--- src/msp_pkg.sv ---
`default_nettype none
// ----------------------------------------------------------------------------
// msp_pkg: shared types and constants
// Distance width, the unreachable code, item modes and the queued command.
// ----------------------------------------------------------------------------
package msp_pkg;

  localparam int DW = 20;
  localparam logic [DW-1:0] UNREACH = 20'd1000000;

  // Item modes, in the encoding of the mode field.
  typedef enum logic [2:0] {
    OP_CLEAR = 3'd0,
    OP_EDGE  = 3'd1,
    OP_SRC   = 3'd2,
    OP_DST   = 3'd3,
    OP_RUN   = 3'd4
  } op_t;

  typedef struct packed {
    op_t         op;
    logic [7:0]  node_a;
    logic [7:0]  node_b;
    logic [15:0] weight;
  } cmd_t;

  // Write side of the command queue.
  typedef struct packed {
    logic push;
    cmd_t cmd;
  } q_wr_t;

  // Read side of the command queue.
  typedef struct packed {
    logic valid;
    cmd_t cmd;
  } q_rd_t;

  localparam int QDEPTH = 4;

endpackage
`default_nettype wire

--- src/msp_if.sv ---
`default_nettype none
// ----------------------------------------------------------------------------
// msp_in_if / msp_out_if: item channels
// Valid/ready channels for input items and result items.
// ----------------------------------------------------------------------------
interface msp_in_if;
  logic        valid;
  logic        ready;
  logic [2:0]  mode;
  logic [7:0]  node_a;
  logic [7:0]  node_b;
  logic [15:0] weight;
  modport source (output valid, output mode, output node_a, output node_b,
                  output weight, input ready);
  modport sink (input valid, input mode, input node_a, input node_b,
                input weight, output ready);
endinterface

`default_nettype wire

--- src/msp_front.sv ---
`default_nettype none
// ----------------------------------------------------------------------------
// msp_front: item intake
// Accepts items, drops unused modes and zero or out-of-range nodes, and queues the rest.
// ----------------------------------------------------------------------------
module msp_front #(
  parameter int NODES = 256
) (
  msp_in_if.sink        in_ch,
  input  logic          boot,
  input  logic          q_full,
  output msp_pkg::q_wr_t q_wr
);
  import msp_pkg::*;

  logic a_ok;
  logic b_ok;
  logic take;

  // A node is usable when it is nonzero and inside the graph.
  assign a_ok = (in_ch.node_a != 8'd0) && (32'(in_ch.node_a) < 32'(NODES));
  assign b_ok = (in_ch.node_b != 8'd0) && (32'(in_ch.node_b) < 32'(NODES));

  // No item is taken during the wipe after reset.
  assign in_ch.ready = !q_full && !boot;
  assign take        = in_ch.valid && in_ch.ready;

  // Classify the item and build the command.
  always_comb begin
    q_wr.push        = 1'b0;
    q_wr.cmd.op      = OP_CLEAR;
    q_wr.cmd.node_a  = in_ch.node_a;
    q_wr.cmd.node_b  = in_ch.node_b;
    q_wr.cmd.weight  = in_ch.weight;
    unique case (in_ch.mode)
      OP_CLEAR: begin
        q_wr.push   = take;
        q_wr.cmd.op = OP_CLEAR;
      end
      OP_EDGE: begin
        q_wr.push   = take && a_ok && b_ok;
        q_wr.cmd.op = OP_EDGE;
      end
      OP_SRC: begin
        q_wr.push   = take && a_ok;
        q_wr.cmd.op = OP_SRC;
      end
      OP_DST: begin
        q_wr.push   = take && a_ok;
        q_wr.cmd.op = OP_DST;
      end
      OP_RUN: begin
        q_wr.push   = take;
        q_wr.cmd.op = OP_RUN;
      end
      default: q_wr.push = 1'b0;
    endcase
  end

endmodule
`default_nettype wire

--- src/flat_wrapper.sv ---
// flat-port wrapper written by rule: the top's interface ports become plain ports
module msp_front_flat import msp_pkg::*;
#(
  parameter int NODES = 256
)
  (boot, q_full, q_wr, in_ch_valid, in_ch_mode, in_ch_node_a, in_ch_node_b, in_ch_weight, in_ch_ready);
  msp_in_if in_ch_i ();
  input  logic boot;
  input  logic q_full;
  output msp_pkg::q_wr_t q_wr;
  input wire logic [$bits(in_ch_i.valid)-1:0] in_ch_valid;
  input wire logic [$bits(in_ch_i.mode)-1:0] in_ch_mode;
  input wire logic [$bits(in_ch_i.node_a)-1:0] in_ch_node_a;
  input wire logic [$bits(in_ch_i.node_b)-1:0] in_ch_node_b;
  input wire logic [$bits(in_ch_i.weight)-1:0] in_ch_weight;
  output wire logic [$bits(in_ch_i.ready)-1:0] in_ch_ready;
  assign in_ch_i.valid = in_ch_valid;
  assign in_ch_i.mode = in_ch_mode;
  assign in_ch_i.node_a = in_ch_node_a;
  assign in_ch_i.node_b = in_ch_node_b;
  assign in_ch_i.weight = in_ch_weight;
  assign in_ch_ready = in_ch_i.ready;
  msp_front #(.NODES(NODES)) u_core (.in_ch(in_ch_i), .boot(boot), .q_full(q_full), .q_wr(q_wr));
endmodule
--- config.mk ---
export PLATFORM = sky130hd
export DESIGN_NAME = msp_front_flat
export DESIGN_NICKNAME = d
export VERILOG_FILES = /design/src/msp_pkg.sv /design/src/msp_if.sv /design/src/msp_front.sv /design/src/flat_wrapper.sv
export SDC_FILE = /design/constraint.sdc
export NUM_CORES = 1
export LEC_CHECK = 0
export BUFFER_PORTS_ARGS = -buffer_cell sky130_fd_sc_hd__buf_4
export CORE_AREA = 2 2 40 42
export DETAILED_ROUTE_END_ITERATION = 16
export DIE_AREA = 0 0 42 44
export PLACE_DENSITY = 0.93
export SYNTH_ARGS = -nofsm -noshare
export SYNTH_HDL_FRONTEND = slang
export SYNTH_SLANG_ARGS = --single-unit
--- constraint.sdc ---
create_clock -name vclk -period 1.2
set_input_delay 0.12 -clock vclk [all_inputs]
set_output_delay 0.12 -clock vclk [all_outputs]
set_load 0.05 [all_outputs]
Word-level counts from Yosys, hierarchy flattened:

Index checks and enable logic that the tools add are counted.

* bitwise gates (word level): 0
* add/sub/neg operators: 0
* $mul: 0
* divide/modulo/power cells: 0
* reduce and logical (&&, ||, !) cells: 11
* eq/ne operators: 4
* magnitude comparators: 0
* mux-type cells: 2
* shifts and indexed selects: 0

Operators with widths (number)
* $reduce_bool A8 Y1: 2
* $pmux W3 S4: 1
* $eq A3 B2 Y1 const B: 2
* $logic_and A1 B1 Y1: 4
* $reduce_or A2 Y1: 2
* $eq A3 B1 Y1 const B: 1
* $eq A3 B3 Y1 const B: 1
* $logic_not A3 Y1: 1
* $pmux W1 S3: 1
* $logic_not A1 Y1: 2

* memories: 0
* word-level logic and storage cells: 17
* latch bits: 0
* bits in read-only memories: 0
* bits in registers: 0
* output and inout port bits: 37
* bits in writable memories: 0

Longest topological paths before layout:

* depth after elaboration: 6
* gate-level depth with buffers: 3
* depth with buffers taken out: 3

Worst setup path before layout:

Ideal clock, no wire load.

* path kind: input -> output
* start: input port boot
* end: output port q_wr[35] (netlist name)
* path slack: -1492 ps
* data required time: 1080 ps
* arrival: 2572 ps
* stages on the path: 3
* path buffers: 0
* cells stage by stage: nor2_1 nand2_1 o41ai_1

RTL lines
* from (decl): RTL line flat_wrapper.sv:8 `input logic boot;`
* to (decl): RTL line flat_wrapper.sv:10 `output msp_pkg::q_wr_t q_wr;`

==> metrics.md <==
| Metric | Value |
|---|---|
| Status | `finished with violations` |
| Failing checks | `negative setup slack` |
| Max Cap Violations | `0` |
| First-pass GRT wire length | `1.41 mm` |
| Post-synthesis area per instance | `7.02 µm²` |
| Final instance area | `~510 µm²` |
| DP Cell Count | `76` |
| CP endpoint | `q_wr[35]` |
| IO Pins | `75` |
| # hold bufs at CTS | `0` |
| VDD IR max | `roughly 0.15 mV` |
| Port bufs | `43` |
| Ys Warns | `0` |
| Post-synthesis sequential area ratio | `0` |
| Setup CP Type | `input pin to output pin` |
| # diodes | `0` |
| Share of cells above drive strength 1 | `0.852` |
| Post-synth cell types | `10` |
| Worst slack at placement | `-0.368 ns` |
| Antenna violation net count after detailed routing | `0` |
| Synthesized instance count | `46` |
| Slew HR | `0.832` |
| Fill cells | `around 140` |
| Max Slew Vio Count | `0` |
| Via Count | `337` |
| Setup violators final | `1` |
| Starting Density | `0.228` |
| Final GP Congestion | `between 0.6 and 0.7` |
| NumNets Final | `101` |
| LEAKAGE | `0.264 nW` |
| Synth area leaders | `buf_4, or4_1, nor2b_1, nor2_1, o41ai_1` |
| Chip width | `42 µm` |
| Clock buf count | `0` |
| Worst Hold Class | `input pin to output pin` |
| Number of global-route vias before repair | `336` |
| Worst Path Max Fanout | `2` |
| Final Cycle Share | `1.21` |
| Max Freq | `0.689 GHz` |
| Crit start category | `input pin` |
| Iteration-0 DRC count of the detailed router | `0` |
| Total Routing Usage GR | `0.0978` |
| Non-Filler Instances | `77` |
| Pwr per Cell Area | `around 550 nW/µm²` |
| Data required, critical path | `1.08 ns` |
| Rows | `14` |
| Area leader, netlist | `buf_4` |
| Share of the synthesized area in the top cell type | `0.744` |
| Chip height | `44 µm` |
| FFs & Latches | `0` |
| Drt first pass iters | `1` |
| Crit end category | `output pin` |
| Arr. time, crit path | `1.33 ns` |
| Area post-placement | `477 µm²` |
| Initial antenna violation count | `0` |
| Layout overhead on the synthesized area | `59.3%` |
| Pin count of the biggest net entering global routing | `5` |
| Die ar. | `1850 µm²` |
| Hold Fails Final Rpt | `0` |
| Most numerous cell in the Yosys netlist | `buf_4` |
| Worst Tran Pin Value | `0.252 ns` |
| Final Critical Period | `about 1.5 ns` |
| GRT Residual Overflow | `0` |
| Residual DRC | `0` |
| Wire per inst | `12.2 µm` |
| DRT Wirelength | `937 µm` |
| Vias per inst | `4.38` |
| Syn_nets | `84` |
| Total core area | `between 1000 and 1500 µm²` |
| RSZ-0062 raised after global routing | `yes` |
| Mapped Area | `~320 µm²` |
| Setup ws final | `-0.251 ns` |
| Crit. Startpoint | `in_ch_node_b[4]` |
| Seq. cell area | `0 µm²` |
| Commonest cells post-synth | `buf_4, nor2_1, or4_1` |
==> per-stage QoR <==
stage | hold WS, ns | util | setup TNS, ns | power, mW
2_1_floorplan | 0.299 | - | -0.205 | 0.332
3_3_place_gp | 0.240 | 0.336 | -0.320 | 0.273
3_5_place_dp | 0.240 | 0.336 | -0.368 | 0.276
4_1_cts | 0.240 | 0.362 | -0.316 | 0.287
5_1_grt | 0.240 | 0.362 | -0.304 | 0.297
6_report | 0.240 | 0.362 | -0.251 | 0.285
==> how the worst min path moves through the flow <==
stage,start,endpoint,slack (ns),cells after the start
4_1_cts,in_ch_weight[12],q_wr[12],0.24,0
2_1_floorplan,boot,in_ch_ready,0.30,1
5_1_grt,in_ch_weight[15],q_wr[15],0.24,0
3_5_place_dp,in_ch_weight[12],q_wr[12],0.24,0
3_3_place_gp,in_ch_weight[12],q_wr[12],0.24,0
6_report,in_ch_weight[11],q_wr[11],0.24,0
==> placed cells by master, fill, tap and decap left out <==
cell,instances
and2_1,1
buf_4,44
buf_6,3
nand2_2,1
nand3_1,1
nor2_1,2
nor2_4,1
nor2b_1,2
nor4_4,1
o41ai_4,1
or3_1,1
or4_1,2
or4_4,1
==> routing by layer <==
layer	global-route usage	share of wire	vias up
met5	0	0	-
met3	0.0708	0.30	4
met2	0.188	0.44	49
met4	0.0258	0.011	0
li1	-	-	149
met1	0.0790	0.25	135
==> what timing repair did <==
item	in CTS	in global routing
hold endpoints to repair	0	0
pin swaps	3	1
cloned	0	0
buffers inserted	1	0
endpoints found under the setup margin	1	1
gates resized for setup	6	0
==> report_power, final <==
group / total (mW) / internal [mW] / switching (mW) / leakage (nW)
clock: 0 / 0 / 0 / 0
sequential: 0 / 0 / 0 / 0
combinational: 0.285 / 0.110 / 0.174 / 0.264
==> layout make-up <==
cell class,count,area (µm²),share of cell area
multi-input cells,14,130,0.253
well taps,16,20.0,0.0389
repair buffers,47,364,0.708
==> worst max-delay path, stage by stage <==
cell     delay [ns]
buf_6          0.09
or4_4          0.53
nor4_4         0.21
buf_4          0.16
o41ai_4        0.06
buf_6          0.16
==> logic make-up (layout without fill, tap and decap cells) <==
group / Yosys count / in the layout / synth area share
compound gates: 1 / 1 / 0.0271
buf+inv: 32 / 47 / 0.744
simple gates: 13 / 13 / 0.229
(Power assumes the default switching activity.)
