==> src/msp_pkg.sv <==
`default_nettype none
// ----------------------------------------------------------------------------
// msp_pkg: shared types and constants
// Distance width, the unreachable code, item modes and the queued command.
// ----------------------------------------------------------------------------
package msp_pkg;

  localparam int DW = 20;
  localparam logic [DW-1:0] UNREACH = 20'd1000000;

  // Item modes, in the encoding of the mode field.
  typedef enum logic [2:0] {
    OP_CLEAR = 3'd0,
    OP_EDGE  = 3'd1,
    OP_SRC   = 3'd2,
    OP_DST   = 3'd3,
    OP_RUN   = 3'd4
  } op_t;

  typedef struct packed {
    op_t         op;
    logic [7:0]  node_a;
    logic [7:0]  node_b;
    logic [15:0] weight;
  } cmd_t;

  // Write side of the command queue.
  typedef struct packed {
    logic push;
    cmd_t cmd;
  } q_wr_t;

  // Read side of the command queue.
  typedef struct packed {
    logic valid;
    cmd_t cmd;
  } q_rd_t;

  localparam int QDEPTH = 4;

endpackage
`default_nettype wire

==> src/msp_cmd_fifo.sv <==
`default_nettype none
// ----------------------------------------------------------------------------
// msp_cmd_fifo: command queue
// A short queue that lets the intake and the search engine stall apart.
// ----------------------------------------------------------------------------
module msp_cmd_fifo (
  input  logic           clk,
  input  logic           rst_n,
  input  msp_pkg::q_wr_t q_wr,
  input  logic           pop,
  output msp_pkg::q_rd_t q_rd,
  output logic           full
);
  import msp_pkg::*;

  localparam int PW = $clog2(QDEPTH);

  cmd_t            mem_r [QDEPTH];
  logic [PW-1:0]   wp_r, wp_nxt;
  logic [PW-1:0]   rp_r, rp_nxt;
  logic [PW:0]     cnt_r, cnt_nxt;
  logic            do_pop;

  assign full       = (cnt_r == (PW+1)'(QDEPTH));
  assign q_rd.valid = (cnt_r != '0);
  assign q_rd.cmd   = mem_r[rp_r];
  assign do_pop     = pop && q_rd.valid;

  // Pointer and fill count update.
  always_comb begin
    wp_nxt  = q_wr.push ? wp_r + PW'(1) : wp_r;
    rp_nxt  = do_pop ? rp_r + PW'(1) : rp_r;
    cnt_nxt = cnt_r + (PW+1)'(q_wr.push) - (PW+1)'(do_pop);
  end

  always_ff @(posedge clk) begin
    if (!rst_n) begin
      wp_r  <= '0;
      rp_r  <= '0;
      cnt_r <= '0;
    end else begin
      wp_r  <= wp_nxt;
      rp_r  <= rp_nxt;
      cnt_r <= cnt_nxt;
    end
  end

  // Entry storage.
  always_ff @(posedge clk) begin
    if (q_wr.push) begin
      mem_r[wp_r] <= q_wr.cmd;
    end
  end

endmodule
`default_nettype wire

==> config.mk <==
export PLATFORM = sky130hd
export DESIGN_NAME = msp_cmd_fifo
export DESIGN_NICKNAME = d
export VERILOG_FILES = /design/src/msp_pkg.sv /design/src/msp_cmd_fifo.sv
export SDC_FILE = /design/constraint.sdc
export NUM_CORES = 1
export LEC_CHECK = 0
export BUFFER_PORTS_ARGS = -buffer_cell sky130_fd_sc_hd__buf_2
export CAP_MARGIN = 30
export CORE_ASPECT_RATIO = 0.9
export CORE_UTILIZATION = 57
export CTS_CLUSTER_SIZE = 40
export DETAILED_ROUTE_END_ITERATION = 10
export PLACE_DENSITY = 0.81
export SYNTH_ARGS = -nofsm -noshare
export SYNTH_HDL_FRONTEND = slang
export SYNTH_SLANG_ARGS = --single-unit
export TNS_END_PERCENT = 100
==> constraint.sdc <==
create_clock -name clk -period 2.4 [get_ports clk]
set_clock_uncertainty 0.2 [all_clocks]
set_input_delay 0.36 -clock clk [delete_from_list [all_inputs] [get_ports clk]]
set_output_delay 0.36 -clock clk [all_outputs]
set_load 0.03 [all_outputs]
# Word level (Yosys, flattened, before mapping)
# Memories as Yosys holds them, arrays and structs flattened. A register that Yosys moved wholly into a read port is not among the register bits.
# Cells that the tools add are included.
# classes
mux	4
addsub	4
eq_ne	1
reduce_logical	2
# ops
operator	n
2-bit by 1-bit adder with 2-bit output (second input constant)	2
2-bit 2-to-1 mux	2
3-bit by 1-bit adder with 3-bit output	1
3-bit == test (second input constant)	1
3-bit nonzero test	1
3-bit by 1-bit subtractor with 3-bit output	1
1-bit 2-to-1 mux	2
1-bit logical AND	1
# word_totals
out_inout_bits	37
n_memories	1
ram_bits	140
wordCells	15
reg_bits	7
# memory_table
memory	words	word_bits	read_ports	rd_clocked_by_memory_dff	write_ports	line_no	text
mem_r	4	35	1	1	1	msp_cmd_fifo.sv:18	cmd_t mem_r [QDEPTH];

# Longest topological paths before layout
# Gate-level depths: netlist of run 1.
# depth
ltp_word	4
depth_mapped	7
ltp_nobuf	7

# Worst setup path before layout of run 1
# OpenSTA, ideal clock, no wires.
# synth_timing
kind	register -> register
from	register cnt_r[1]
to	register cnt_r[2]
path_stages_with_launch	8
slack_ns	0.275
arrival_time_ns	1.810
path_buffers	0
period_less_slack_ns	2.125
path_cell_list	dfxtp_1 o31a_1 ha_1 inv_1 ha_1 fa_1 xnor3_1 and2_1
# synth_via
elab_chain_cells	3
# synth_lines
element	line_no	text
start, declared	msp_cmd_fifo.sv:21	logic [PW:0] cnt_r, cnt_nxt;
start signal, assigned	msp_cmd_fifo.sv:44	cnt_r <= cnt_nxt;
3-bit nonzero test	msp_cmd_fifo.sv:25	assign q_rd.valid = (cnt_r != '0);
1-bit logical AND	msp_cmd_fifo.sv:27	assign do_pop = pop && q_rd.valid;
via do_pop	msp_cmd_fifo.sv:22	logic do_pop;
3-bit by 1-bit subtractor with 3-bit output	msp_cmd_fifo.sv:33	cnt_nxt = cnt_r + (PW+1)'(q_wr.push) - (PW+1)'(do_pop);
# The timed path passes the listed nets, and every way through them passes these cells.
# A chain may end at the register's enable or synchronous reset.

==> results of run 1 <==
[per-layer routing]
layer	share of wire, %	GRT usage (%)	up-vias
li1	-	-	1217
met1	40	25.15	1423
met2	54	37.34	94
met3	4.7	6.297	11
met4	0.77	7.639	0
met5	0	0	-
[report_power, final]
group	internal, W	total [W]	switching [W]
Combinational	0.000881	0.00184	0.000955
Sequential	0.00301	0.00308	0.0000704
Clock	0.00140	0.00246	0.00106
Total	0.00529	0.00738	0.00209
[stage by stage]
step / TNS (ns) / hold WS [ns] / setup slack, ns
after floorplan: 0 / 0.2489 / 0.2746
after global placement: 0 / 0.2538 / 0.2313
after detailed placement: 0 / 0.2788 / 0.1951
after CTS: -0.05126 / 0.03906 / -0.01527
after global routing: -0.7635 / 0.06782 / -0.04350
final: 0 / 0.06059 / 0.01518
[final cells by class]
class	count	area [µm²]
clock inverter	15	146.4
inverter	6	22.52
fill	483	2063
timing repair buffer	120	1032
sequential	149	4389
clock buffer	17	414.1
multi-input combinational	65	1070
tap	122	152.6
[how the worst max path moves through the flow]
stage                         from        to  slack (ns)  cells past startpoint
after floorplan           cnt_r[1]  cnt_r[2]        0.27                      7
after global placement    cnt_r[1]  cnt_r[2]        0.23                      7
after detailed placement  cnt_r[1]  cnt_r[2]        0.20                      7
after CTS                     flop  q_rd[14]       -0.02                      4
after global routing          flop  q_rd[21]       -0.04                      3
final                         flop  q_rd[14]        0.02                      4
[state kept, by name (all words and copies together) (netlist names), named ones only]
register / cells
cnt_r: 3
mem_r: 140
wp_r: 2
rp_r: 2
[cell families (layout without fill, tap and decap cells)]
kind of cell               Yosys count  in the layout  share of synthesized area, %
xor gates and xnor gates             2              2                        0.5608
muxes                               39             39                         15.19
and+or+nand+nor                     15             15                         1.593
DFF                                149            149                         78.60
AOI/OAI and AO/OA                    2              2                        0.3141
buffers and inverters               14            158                         2.041
adders and majority gates            7              7                         1.705
[worst reg2reg max path: stages, from the launching register on]
cell and delay, ns:
dfxtp_1 0.34, o31a_1 0.37, ha_1 0.29, inv_1 0.03, ha_1 0.18, fa_1 0.37, xnor3_1 0.18, and2_1 0.16
[cells in the mapped netlist]
master    number  area share (%)
edfxtp_1     140              75
dfxtp_1        9             3.2
buf_6          1            0.20
inv_1          6            0.40
xor2_1         1            0.16
clkbuf_2       1           0.090
fa_1           1            0.36
nand2b_1       2            0.22
nand2_1        2            0.13
and3_1         1            0.11
or3_1          1            0.11
and2_1         8            0.90
nor2b_1        1            0.11
mux2i_1        4            0.72
mux4_1         5             2.4
buf_2          3            0.27
o311ai_0       1            0.16
xnor3_1        1            0.40
mux4_2        30              12
buf_12         3             1.1
o31a_1         1            0.16
ha_1           6             1.3
[timing repair]
action                                  in CTS  in global routing
cloned                                       2                  0
gates resized for setup                     40                 11
endpoints found under the hold margin      147                  0
pin swaps                                    0                  0
endpoints found under the setup margin      15                 31
buffers inserted                             1                  0
hold buffers                                36                  0
[layout by cell type (no fill, tap or decap), drive strengths merged, types with 2 or more instances in the layout]
cell / instances
and2: 8
buf: 84
clkbuf: 17
clkinv: 6
clkinvlp: 2
dfxtp: 9
dlygate4sd3: 36
edfxtp: 140
ha: 6
inv: 12
mux2i: 4
mux4: 35
nand2: 2
nand2b: 2
==> results by group, run 1 <==
Layout
  – Nets: approximately 410
  – Filler-free cell count of the finished design: slightly below 500
  – Finished Cell Area: 7227 µm²
  – # diodes: 0
  – Fin util: 77.79%
  – Layout cells sized above 1: a little over two fifths
  – Synth-to-layout area growth: 29.56%

STA
  – RSZ-0062 raised after global routing: true
  – Final Hold Vio Count: 0
  – Max Fclk: approximately 420 MHz
  – Setup-failing EPs final: 0
  – Max_slew headroom: 35.74%
  – Slew Limit Fails: 0
  – Worst-Margin Slew: 0.9639 ns
  – Min Tclk post-route: between 2 and 2.5 ns
  – Period Utilization, post-route: between 90 and 100%

Route
  – Initial drt markers: 85
  – DRT Pass-1 Iters: 5
  – # DRC: 0
  – ANT nets after route: 0
  – Vias: 2745
  – Vias per cell: ~5.6
  – Routed wire per std cell: about 20 µm
  – Final wirelength: approximately 10000 µm

Die
  – Std cell rows: 33
  – Num ports: 76
  – Core area: a little over 9000 µm²
  – Die Y-Extent: 95.85 µm
  – Die ar.: a little over 10000 µm²
  – Die width: 106.3 µm
  – Starting Density: about three fifths

Setup path
  – R2R Setup Slk: approximately 0.18 ns
  – Crit-path max FO: 5
  – Worst flop-to-flop path startpoint: cnt_r[1]
  – Worst reg2reg path depth: 7
  – Buffers & Inverters on Critical Path: 3
  – CP max stage delay: around 0.51 ns
  – Worst path arrival time: roughly 1.8 ns
  – Critical path class: reg2out
  – Cell family with most CP delay: multiplexers
  – Setup crit end kind: output port
  – Cells along the critical path: buf_12, buf_16, mux4_2, buf_6
  – Worst EP required: 1.84 ns
  – RR Endpoint: cnt_r[2]
  – CP max-delay cell: mux4_2
  – CP Launch Type: flop

Clock tree
  – Clock Latency Late Sink: 0.51 ns
  – Clock tree buffer depth: 2
  – Cts bufs inserted: 17
  – Clk root buf: clkbuf_8
  – Num Clock Sinks: ~150
  – CTS tree: done
  – CTS clk-pin slew, worst paths: about 0.06 ns
  – H-tree Lvls: 4

Hold path
  – Hold Startpoint: pop
  – Hold Crit Class: in2reg
  – Hold Crit Depth: 3

Logic synthesis
  – Syn nets: ~270
  – Cells after Synth: 228
  – Sequential element share of the synthesized area: ~80%
  – Synth warnings: 0
  – Synth unique cells: 22
  – Avg Inst Size Synth: around 24 µm²
  – Yosys reg bits: roughly 150
  – Mapped cell area: 5578 µm²

Placement
  – Placed insts: between 400 and 500
  – Port Buffers: 75
  – GPL Wtd Cong: slightly below 0.7
  – Post-DP HPWL: 5453 µm
  – Dpl cell area: between 6000 and 7000 µm²

Power
  – Tot Pwr: 0.007381 W
  – Leak pwr: approximately 2.5 nW
  – Pwr per Cell Area: 1021 nW/µm²
  – Max VDD drop: about 0.66 mV

Status
  – Outcome: complete, no violations

Global routing
  – First-pass GRT wire length: between 10000 and 15000 µm
  – Initial antenna violation count: 0
  – Number of global-route vias before repair: 2811
  – GRT overflow: 0
  – Largest net degree at the start of global routing: 36
  – GRT Resource Usage Total: 21.21%

Job
  – Maxcap violations: 0
(Power assumes the default switching activity.)
==> run 2, diff against run 1 <==
--- a/config.mk
+++ b/config.mk
@@ -12,6 +12,7 @@
 export CTS_CLUSTER_SIZE = 40
 export DETAILED_ROUTE_END_ITERATION = 10
 export PLACE_DENSITY = 0.81
+export REMOVE_ABC_BUFFERS = 1
 export SYNTH_ARGS = -nofsm -noshare
 export SYNTH_HDL_FRONTEND = slang
 export SYNTH_SLANG_ARGS = --single-unit
==> results by group, run 2 (synthesis gave the netlist of run 1 again) <==
Setup path
  – Worst reg2reg path depth: 7
  – RR Endpoint: cnt_r[2]
  – Crit-path max FO: 8
  – Worst path arrival time: ~1.9 ns
  – Worst EP required: about 1.8 ns
  – Critical path class: reg2out
  – Setup crit end kind: output port
  – R2R Setup Slk: ~0.11 ns
  – CP Launch Type: flop
  – Worst flop-to-flop path startpoint: cnt_r[1]

STA
  – Min Tclk post-route: between 2 and 2.5 ns
  – Setup TNS: -0.1577 ns
  – Period Utilization, post-route: 101.1%
  – Slew Limit Fails: 0
  – Setup-failing EPs final: 14
  – Max Fclk: ~410 MHz
  – Max_slew headroom: roughly 69%
  – Worst-Margin Slew: 0.4597 ns
  – Hold WS: 0.08489 ns
  – RSZ-0062 raised after global routing: true
  – Final Hold Vio Count: 0
  – Setup WS post-layout: -0.02704 ns

Placement
  – Port Buffers: 75
  – Post-DP HPWL: 5006 µm
  – GPL Wtd Cong: 0.7394
  – Dpl cell area: slightly above 6000 µm²

Global routing
  – Number of global-route vias before repair: 2897
  – GRT Resource Usage Total: around 23%
  – Initial antenna violation count: 0
  – Largest net degree at the start of global routing: 36
  – First-pass GRT wire length: 15860 µm
  – GRT overflow: 0

Die
  – Starting Density: between 60 and 70%
  – Num ports: 76
  – Std cell rows: 33
  – Die ar.: a little over 10000 µm²
  – Die Y-Extent: between 90 and 100 µm
  – Die width: between 100 and 150 µm
  – Core area: 9290 µm²

Layout
  – # diodes: 0
  – Most frequent cells in the layout: 140 x edfxtp_1, 40 x buf_2, 37 x dlygate4sd3_1, 36 x buf_6, 34 x mux4_2
  – Largest regs: mem_r x140, cnt_r x3
  – Finished Cell Area: ~7500 µm²
  – Nets: between 400 and 500
  – Layout cells sized above 1: a little over two fifths
  – Synth-to-layout area growth: 34.41%
  – Commonest non-fill, non-tap cell in the layout: edfxtp_1
  – Reg with most FFs: mem_r
  – Max reg flops: 140

Power
  – Max VDD drop: 0.7804 mV
  – Pwr per Cell Area: around 1000 nW/µm²
  – Leak pwr: approximately 2.6 nW
  – Tot Pwr: approximately 0.0077 W

Clock tree
  – CTS clk-pin slew, worst paths: 0.06 ns
  – Clock tree buffer depth: 2
  – Clk root buf: clkbuf_8
  – Clock Latency Late Sink: between 0.5 and 0.6 ns
  – CTS tree: done
  – Num Clock Sinks: around 150
  – Cts bufs inserted: 17
  – H-tree Lvls: 4

Route
  – Final wirelength: about 10000 µm
  – Vias: approximately 2800
  – # DRC: 0
  – Initial drt markers: approximately 160
  – Routed wire per std cell: just over 20 µm
  – Vias per cell: about 5.5
  – ANT nets after route: 0
  – DRT Pass-1 Iters: 4

Hold path
  – Hold Crit Depth: 3
  – Hold Crit Class: in2reg
  – Hold Startpoint: pop

Status
  – Failing checks: negative setup slack
  – Outcome: complete, but fails checks

Job
  – Maxcap violations: 0
[run 2: cell types whose count changed in the layout (fill, tap and decap cells not counted), moves of 2 or more]
cell / change
buf_6: +17
clkinvlp_4: +2
buf_4: -4
buf_2: -13
inv_8: -2
buf_12: +2
buf_16: +3
[run 2: report_power, final]
part	internal [W]	leakage (nW)	switching, W	total, W
clock	0.00148	0.266	0.00102	0.00250
combinational	0.00113	1.02	0.00102	0.00215
sequential	0.00301	1.36	0.0000766	0.00309
total	0.00562	2.65	0.00212	0.00774
[run 2: worst max-delay path by stage]
stage	startpoint	end	slack [ns]
6_report	flop	q_rd[11]	-0.03
4_1_cts	flop	q_rd[33]	-0.05
5_1_grt	flop	q_rd[11]	-0.09
2_1_floorplan	flop	q_rd[0]	-0.54
3_3_place_gp	cnt_r[1]	cnt_r[2]	0.24
3_5_place_dp	cnt_r[1]	cnt_r[2]	0.16
[run 2: layout make-up]
type,count,area [µm²]
fillers,435,1793
clock buffers,17,414.1
inverters,6,22.52
repair buffers,127,1294
multi-input cells,65,1070
clock inverters,15,155.1
well taps,122,152.6
flip-flops and latches,149,4389
[run 2: through the flow]
step / cells / setup WS [ns] / util, %
6_report: 501 / -0.02704 / 80.70
2_1_floorplan: 220 / -0.5354 / -
3_3_place_gp: 423 / 0.2389 / 66.11
4_1_cts: 501 / -0.04611 / 80.82
5_1_grt: 501 / -0.09035 / 80.70
3_5_place_dp: 423 / 0.1620 / 66.11
[run 2: repair_timing]
action,CTS,global route
endpoints found under the setup margin,35,35
pin swaps,0,0
buffers inserted,3,0
hold buffers,37,0
gates cloned,6,0
endpoints found under the hold margin,149,0
gates resized for setup,78,3
[run 2: metal layers]
| layer | vias up | share of wire, % | GRT usage, % |
|---|---|---|---|
| met5 | - | 0 | 0 |
| met2 | 114 | 52 | 37.23 |
| li1 | 1238 | - | - |
| met3 | 4 | 6.9 | 6.906 |
| met4 | 0 | 0.35 | 8.912 |
| met1 | 1395 | 41 | 28.43 |
[run 2: worst max-delay path: stages, from the launching register on]
cell and delay [ns]:
dfxtp_4 0.38, buf_12 0.14, buf_16 0.14, mux4_2 0.53, buf_6 0.16
